===== src/hw/rtl/mxm_ram.sv =====
// Generic single-port RAM with registered read.
`timescale 1ns / 1ps
`default_nettype none
module mxm_ram #(
  parameter int WIDTH = 8,
  parameter int DEPTH = 16
) (
  input  wire logic                     clk,
  input  wire logic                     we,
  input  wire logic [$clog2(DEPTH)-1:0] addr,
  input  wire logic [WIDTH-1:0]         wdata,
  output logic      [WIDTH-1:0]         rdata
);
  logic [WIDTH-1:0] mem [DEPTH];

  always_ff @(posedge clk) begin
    if (we) begin
      mem[addr] <= wdata;
    end
    rdata <= mem[addr];
  end
endmodule
`default_nettype wire

===== config.mk =====
export PLATFORM = sky130hd
export DESIGN_NAME = mxm_ram
export DESIGN_NICKNAME = d
export VERILOG_FILES = /design/src/hw/rtl/mxm_ram.sv
export SDC_FILE = /design/constraint.sdc
export NUM_CORES = 1
export LEC_CHECK = 0
export ABC_AREA = 1
export BUFFER_PORTS_ARGS = -buffer_cell sky130_fd_sc_hd__buf_2
export CORE_ASPECT_RATIO = 1.75
export CORE_MARGIN = 2
export CORE_UTILIZATION = 43
export DETAILED_ROUTE_END_ITERATION = 12
export GPL_ROUTABILITY_DRIVEN = 0
export GPL_TIMING_DRIVEN = 0
export PLACE_DENSITY = 0.62
export SYNTH_ARGS = -nofsm -noshare
export SYNTH_HDL_FRONTEND = slang
export SYNTH_SLANG_ARGS = --single-unit

===== constraint.sdc =====
create_clock -name clk -period 1.5 [get_ports clk]
set_input_delay 0.075 -clock clk [delete_from_list [all_inputs] [get_ports clk]]
set_output_delay 0.075 -clock clk [all_outputs]
set_load 0.03 [all_outputs]

==> results of run 1 <==
report_power, final:
group          leakage [nW]  switching (W)  internal (W)
Sequential             1.22      0.0000213       0.00425
Combinational          1.28       0.000432      0.000147
Clock                 0.266        0.00152       0.00243
Total                  2.77        0.00198       0.00682
repair_timing:
item | CTS | global route
endpoints found under the setup margin | 63 | 48
gates resized for setup | 10 | 3
pin swaps | 0 | 0
through the flow:
stage          power [W]  setup WS, ns  hold WS (ns)  instances
2_1_floorplan    0.00469        0.0478         0.174        548
3_3_place_gp     0.00491        -0.452         0.508        739
3_5_place_dp     0.00493        -0.481         0.505        739
4_1_cts          0.00882       -0.0419        0.0672        771
5_1_grt          0.00906        -0.166        0.0953        771
6_report         0.00880       -0.0539        0.0879        771
final timing paths:
path                                   end  depth (start not counted)
worst max-delay path            mem[11][6]                          4
worst min-delay path             mem[3][3]                          1
worst max register to register    rdata[2]                          8
worst min register to register    rdata[6]                          8
logic make-up (layout without fill, tap and decap cells):
logic type	count (synthesis)	count (layout)	share of synthesized area, %
buffers and inverters	44	96	3.62
DFF	136	136	71.6
and+or+nand+nor	368	368	24.8
state kept, by name, summed over array words and instances (netlist names):
signal and flops:
mem 128, rdata 8
cell type report:
type / count / area [um^2]
multi-input combinational: 368 / 1420
fill: 1204 / 6300
clock buffer: 19 / 433
sequential: 136 / 4000
tap: 171 / 214
timing repair buffer: 20 / 100
clock inverter: 13 / 130
inverter: 23 / 86.3
buffer: 21 / 116
cells in the mapped netlist (all sizes together):
cell type | instances | share of area, %
nand2 | 346 | 23
edfxtp | 128 | 69
inv | 22 | 1.5
buf | 18 | 1.9
nor2 | 18 | 1.2
dfxtp | 8 | 2.9
nand3 | 4 | 0.36
clkbuf | 3 | 0.20
clkinv | 1 | 0.067
routing by layer:
layer,up-vias,wire (um),GRT usage (%)
met5,-,0,0
met2,87,7330,36.8
li1,1832,-,-
met1,1721,4720,20.5
met4,0,314,10.1
met3,19,567,3.73
==> reports/results.txt, run 1 <==
post-synthesis sequential area ratio = 71.6%
Post-CTS Hold Fix Bufs = 0
Slowest cell on crit path = nor2_1
Worst Hold Class = in2reg
Yosys cell types = 11
CTS sink cnt = 136
syn_nets = 562
Die X-Extent = 90.2 um
initial antenna violation count = 0
DIE AREA = 14000 um^2
Tightest Pin Transition = 0.711 ns
synth-to-layout area growth = 16.3%
clock buffer count from CTS = 17
Max Cap Viol = 0
DP HPWL = 8.85 mm
Critical Path AT = 1.60 ns
H-tree depth = 4
Final Setup Violations = 16
first-pass GRT wire length = 19.8 mm
clock latency on the worst-skew pair = 0.42 ns
Yosys reg bits = 136
setup bufs post-CTS = 0
min cycle time layout = 1.55 ns
largest net degree at the start of global routing = 17
Max Root-Sink Buffers = 2
gr ovfl total = 0
max-slew violations = 0
status = finished with violations
Syn Area/Cell = 10.2 um^2
Final Instance Area = 6500 um^2
drt wl/cell = 16.8 um
reg-to-reg setup timing slack = 0.49 ns
root buffer cell = clkbuf_16
IO Port Bufs = 20
number of core rows = 55
Initial Util = 43.7%
Critical Path RT = 1.55 ns
maximum net fanout on the critical path = 10
post-route setup slack = -0.0539 ns
CP bufs+invs = 2
CP Launch Type = input port
CP peak stage delay = 0.64 ns
crit path launch = addr[1]
PwrDens = 1350 nW/um^2
Routed Antenna Nets = 0
final wirelength = 12.9 mm
Peak VDD IR = 837 uV
final hold violation count = 0
post-synthesis cell area = 5590 um^2
clock-pin slew on the worst setup and hold paths = 0.06 ns
endpoint class of the critical path = register
commonest non-fill, non-tap cell in the layout = nand2_1
CTS tree = built
failing checks = setup timing
drt pass-1 iters = 5
commonest cells after routing, fill and taps aside = nand2_1, edfxtp_1, buf_2
Nets = 601
initial detailed-routing violation count = 265
type of the worst setup path = in2reg
Max Clk Rate = 0.644 GHz
FF-to-FF Start = mem[5][2]
core area = 12800 um^2
Critical Path, Cell by Cell = buf_2 -> clkbuf_1 -> nand3_1 -> nor2_1
# DRC = 0
critical path's top delay family = simple AND/OR/NAND/NOR gates
Inserted Diodes = 0
layout cells sized above 1 = 13.2%
Tot GR Track Use = 19.6%
post-DR vias/cell = 4.75
setup_tns = -0.605 ns
dpl cell area = 5910 um^2
Hold Path Origin = wdata[3]
RSZ-0062 raised after global routing = true
Via Count = 3659
Post-Syn Instances = 548
number of global-route vias before repair = 3731
skew final = 0.00698 ns
YS warnings = 0
leak pwr = 2.77 nW
IO Count = 22
Final Util = 50.8%
die height = 155 um
fin crit share = 104%
Worst slew margin = 52.4%
Power figures use the tool's default switching activity.
==> run 2, diff against run 1 <==
Settings changed: SKIP_CTS_REPAIR_TIMING from default to 1.
==> reports/results.txt, run 2 (same netlist as run 1, synthesis figures left out) <==
clock latency on the worst-skew pair = 0.41 ns (about the same)
DP HPWL = 8.85 mm (unchanged)
Tot GR Track Use = 19.6% (about the same)
failing checks = setup timing
Tightest Pin Transition = 0.737 ns (+0.0254 ns)
Critical Path AT = 1.64 ns (+0.04 ns)
Inserted Diodes = 0 (unchanged)
CTS sink cnt = 136 (unchanged)
die height = 155 um (unchanged)
Non-Filler Instances = 771 (unchanged)
max FFs per register = 128 (unchanged)
Initial Util = 43.7% (unchanged)
Max Clk Rate = 0.626 GHz (-2.8%)
CTS tree = built
Nets = 601 (unchanged)
min cycle time layout = 1.60 ns (+0.0440 ns)
largest register by flop count = mem
number of core rows = 55 (unchanged)
Worst slew margin = 50.7% (-1.7 points)
H-tree depth = 4 (unchanged)
maximum net fanout on the critical path = 10 (unchanged)
gr ovfl total = 0 (unchanged)
type of the worst setup path = in2reg
setup_tns = -1.61 ns (-1.01 ns)
synth-to-layout area growth = 16.3% (unchanged)
Peak VDD IR = 837 uV (about the same)
Routed Antenna Nets = 0 (unchanged)
Hold Path Origin = wdata[4]
IO Count = 22 (unchanged)
Critical Path, Cell by Cell = buf_2 -> clkbuf_1 -> nand3_1 -> nor2_1
Overall Power = 0.00879 W (about the same)
largest net degree at the start of global routing = 17 (unchanged)
status = finished with violations
Hold Path Stages = 1 (unchanged)
max-slew violations = 0 (unchanged)
initial antenna violation count = 0 (unchanged)
Worst Hold Class = in2reg
Worst R2R End = rdata[2]
Die X-Extent = 90.2 um (unchanged)
clock buffer count from CTS = 17 (unchanged)
drt pass-1 iters = 5 (unchanged)
root buffer cell = clkbuf_16
endpoint class of the critical path = register
IO Port Bufs = 20 (unchanged)
Slowest cell on crit path = nor2_1
first-pass GRT wire length = 19.9 mm (+0.17%)
placed cell count = 739 (unchanged)
RSZ-0062 raised after global routing = true
drt wl/cell = 16.8 um (+0.33%)
commonest non-fill, non-tap cell in the layout = nand2_1
Final Setup Violations = 24 (+8)
DIE AREA = 14000 um^2 (unchanged)
PwrDens = 1350 nW/um^2 (about the same)
core area = 12800 um^2 (unchanged)
final wirelength = 13.0 mm (+0.33%)
FF-to-FF Start = mem[2][2]
skew final = 0.00613 ns (-0.000850 ns)
hold endpoint = mem[3][4]
number of global-route vias before repair = 3732 (+0.027%)
Via Count = 3724 (+1.8%)
post-DR vias/cell = 4.83 (+1.8%)
post-route setup slack = -0.0979 ns (-0.0440 ns)
pre-CTS setup slack = -0.481 ns (unchanged)
Register-to-Register Path Depth = 8 (unchanged)
clock-pin slew on the worst setup and hold paths = 0.06 ns (about the same)
CP peak stage delay = 0.65 ns (about the same)
registers with the most flip-flops = mem: 128 flops, rdata: 8 flops
# DRC = 0 (unchanged)
fin crit share = 107% (+2.9 points)
layout cells sized above 1 = 13.2% (unchanged)
Max Cap Viol = 0 (unchanged)
initial detailed-routing violation count = 241 (-9.1%)
reg-to-reg setup timing slack = 0.48 ns (about the same)
Critical Path RT = 1.54 ns (about the same)
leak pwr = 2.77 nW (unchanged)
Max Root-Sink Buffers = 2 (unchanged)
CP Launch Type = input port
commonest cells after routing, fill and taps aside = nand2_1, edfxtp_1, buf_2
final hold violation count = 0 (unchanged)
[run 2: area by class of cell]
class | count | area [um^2]
Clock inverter | 13 | 130
Clock buffer | 19 | 433
Buffer | 21 | 116
Multi-Input combinational cell | 368 | 1420
Tap cell | 171 | 214
Inverter | 23 | 86.3
Fill cell | 1204 | 6300
Sequential cell | 136 | 4000
Timing Repair Buffer | 20 | 100
[run 2: per-layer routing]
metal	wire length (um)	up-vias	track usage [%]
li1	-	1829	-
met3	486	29	3.73
met2	7180	107	36.7
met1	4840	1759	20.4
met5	0	-	0
met4	464	0	10.6
[run 2: through the flow]
step                hold slack, ns  area (um^2)  util (%)
floorplan                    0.174         5590         -
global placement             0.508         5910      46.1
detailed placement           0.505         5910      46.1
CTS                         0.0672         6470      50.5
global route                0.0955         6500      50.8
finish                      0.0974         6500      50.8
[run 2: worst max-delay path by stage]
stage / startpoint / to / slack (ns) / depth (start not counted)
finish: addr[1] / mem[15][4] / -0.1 / 4
global placement: addr[1] / mem[10][1] / -0.45 / 4
global route: addr[1] / mem[11][6] / -0.17 / 4
CTS: addr[1] / mem[3][1] / -0.06 / 4
floorplan: addr[1] / mem[3][0] / 0.05 / 4
detailed placement: addr[1] / mem[3][6] / -0.48 / 4
[run 2: critical path, delay by kind of cell]
| kind | cells | cell delay [ns] |
|---|---|---|
| and+or+nand+nor | 2 | 0.98 |
| buffers and inverters | 2 | 0.58 |
[run 2: report_power, final]
group / total (W) / switching, W / internal (W)
clock: 0.00394 / 0.00151 / 0.00243
sequential: 0.00427 / 0.0000213 / 0.00425
combinational: 0.000581 / 0.000434 / 0.000147
total: 0.00879 / 0.00197 / 0.00682
==> run 3, diff against run 2 <==
Settings changed: ABC_AREA 1 to 0, HOLD_SLACK_MARGIN from default to 0.15.
==> reports/results.txt, run 3 <==
status = finished, final reports clean
largest register by flop count = mem
post-synthesis cell area = 5070 um^2 (-9.4%)
layout cells sized above 1 = 35.1% (+22 points)
initial detailed-routing violation count = 160 (-34%)
Final Util = 52.6% (+1.8 points)
Final Setup Violations = 0 (-100%)
largest net degree at the start of global routing = 17 (unchanged)
drt pass-1 iters = 4 (-1)
PwrDens = 1440 nW/um^2 (+6.7%)
DP HPWL = 6.28 mm (-29%)
Syn Area/Cell = 22.0 um^2 (+120%)
Tightest Pin Transition = 0.778 ns (+0.0416 ns)
final hold violation count = 0 (unchanged)
Slowest cell on crit path = nor2_2
Via Count = 2401 (-36%)
CTS tree = built
registers with the most flip-flops = mem: 128 flops, rdata: 8 flops
final-layout fill cell count = 907 (-25%)
Die X-Extent = 86.1 um (-4.6%)
clock-pin slew on the worst setup and hold paths = 0.06 ns (about the same)
die height = 148 um (-4.7%)
synth-to-layout area growth = 19.4%
Net Sw Frac = 19.8% (-2.6 points)
Reg power frac = 48.9% (+0.3 points)
IO Count = 22 (unchanged)
# DRC = 0 (unchanged)
gr ovfl total = 0 (unchanged)
power share of the combinational group = 5.5% (-1.1 points)
drt wl/cell = 23.1 um (+38%)
Synth area leader = edfxtp_1
initial antenna violation count = 0 (unchanged)
Post-synth EDFFs = 128 (unchanged)
setup_tns = 0 ns (+1.61 ns)
commonest cells after routing, fill and taps aside = edfxtp_1, mux4_2, buf_2
Critical Path, Cell by Cell = buf_2 -> clkbuf_2 -> nand2b_1 -> nor2_2
pre-CTS setup slack = -0.644 ns (-0.162 ns)
CP peak stage delay = 0.49 ns (-0.16 ns)
Multi-input gate area = 1070 um^2 (-24%)
Critical Path RT = 1.54 ns (about the same)
Yosys reg bits = 136 (unchanged)
min cycle time layout = 1.39 ns (-0.212 ns)
commonest cells in the synthesized netlist = edfxtp_1, mux4_2, a22oi_1
Nets = 290 (-52%)
Switch Pwr = 0.00173 W (-12%)
Primary FF master, synth = edfxtp_1
post-DR vias/cell = 5.68 (+18%)
RSZ-0062 raised after global routing = false
DIE AREA = 12700 um^2 (-9.1%)
maximum net fanout on the critical path = 10 (unchanged)
commonest non-fill, non-tap cell in the layout = edfxtp_1
final wirelength = 9.79 mm (-25%)
Tot GR Track Use = 17.1% (-2.5 points)
top-area cell type share of the netlist area = 75.9% (+7.1 points)
clock buffer count from CTS = 17 (unchanged)
H-tree depth = 4 (unchanged)
Post-Syn Instances = 230 (-58%)
number of core rows = 52 (-5.5%)
dominant cells by area after synthesis = edfxtp_1, mux4_2, dfxtp_1
Initial Util = 44.0% (+0.31 points)
type of the worst setup path = in2reg
max-slew violations = 0 (unchanged)
CTS sink cnt = 136 (unchanged)
Peak VDD IR = 794 uV (-5.1%)
YS warnings = 0 (unchanged)
first-pass GRT wire length = 14.8 mm (-26%)
clock network fraction of total power = 45.7% (+0.9 points)
root buffer cell = clkbuf_16
Max Root-Sink Buffers = 2 (unchanged)
post-route setup slack = 0.114 ns (+0.212 ns)
endpoint class of the critical path = register
core area = 11500 um^2 (-10%)
internal power = 0.00700 W (+2.6%)
clock latency on the worst-skew pair = 0.41 ns (about the same)
post-synthesis sequential area ratio = 79.0% (+7.4 points)
fin crit share = 92.4% (-14 points)
skew final = 0.00550 ns (-0.000631 ns)
FFs w/ async S/R, synth = 0% (unchanged)
CP Launch Type = input port
Inserted Diodes = 0 (unchanged)
dpl cell area = 5340 um^2 (-9.7%)
number of global-route vias before repair = 2511 (-33%)
Max Clk Rate = 0.721 GHz (+15%)
IO Port Bufs = 19 (-5.0%)
Worst slew margin = 47.8% (-2.9 points)
leak pwr = 1.97 nW (-29%)
Yosys cell types = 18 (+7)
sequential standard cell area = 4000 um^2 (unchanged)
Critical Path AT = 1.43 ns (-0.21 ns)
Max Cap Viol = 0 (unchanged)
most frequent cell after synthesis = edfxtp_1
Worst Hold Class = in2reg
max FFs per register = 128 (unchanged)
Final Instance Area = 6050 um^2 (-6.9%)
syn_nets = 244 (-57%)
Routed Antenna Nets = 0 (unchanged)
[run 3: cell count changes after synthesis, sizes merged, moves of 5 or more]
cell   before  now
nand2     346    9
inv        22    0
mux4        0   32
nor2       18   13
a22oi       0   16
buf        18    8
[run 3: power by group through the flow]
stage	clock [W]	sequential, W	combinational (W)
6_report	0.00399	0.00427	0.000477
5_1_grt	0.00417	0.00428	0.000512
4_1_cts	0.00404	0.00427	0.000453
3_5_place_dp	0	0.00435	0.000453
3_3_place_gp	0	0.00434	0.000447
2_1_floorplan	0	0.00440	0.000220
[run 3: logic make-up after synthesis]
kind of cell	after synthesis	synth area share (%)
buf+inv	11	1.19
flops	136	79.0
compound gates	16	2.37
simple gates	35	3.21
mux	32	14.2
[run 3: worst max-delay path, delay by kind of cell]
kind | cells | cell delay (ns)
and+or+nand+nor | 2 | 0.76
buffers and inverters | 2 | 0.60
[run 3: path summary, 6_finish.rpt]
path | endpoint | startpoint | cells past startpoint | slack, ns
worst max-delay path | mem[2][4] | addr[1] | 4 | 0.11
worst min-delay path | rdata[2] | addr[0] | 4 | 0.24
worst max register to register | rdata[5] | mem[10][5] | 3 | 0.13
worst min register to register | rdata[1] | mem[7][1] | 3 | 0.69
[run 3: per-stage QoR]
step                      power (W)  cells  hold slack [ns]
after global routing        0.00896    423            0.296
after detailed placement    0.00480    384            0.493
after global placement      0.00479    384            0.482
after CTS                   0.00877    415           0.0555
final                       0.00873    423            0.244
after floorplan             0.00462    230            0.174
[run 3: layout make-up]
cell class	count	share of cell area (%)
multi-input combinational	83	17.7
buffer	11	1.03
clock buffer	20	7.22
sequential	136	66.2
timing repair buffer	27	2.89
tap	135	2.79
clock inverter	11	2.17
[run 3: per-layer routing]
layer | GRT usage [%] | up-vias | share of wire, %
met5 | 0 | - | 0
met4 | 10.5 | 0 | 4.3
met3 | 5.08 | 19 | 5.2
met2 | 27.8 | 87 | 53
met1 | 19.6 | 1244 | 38
li1 | - | 1051 | -
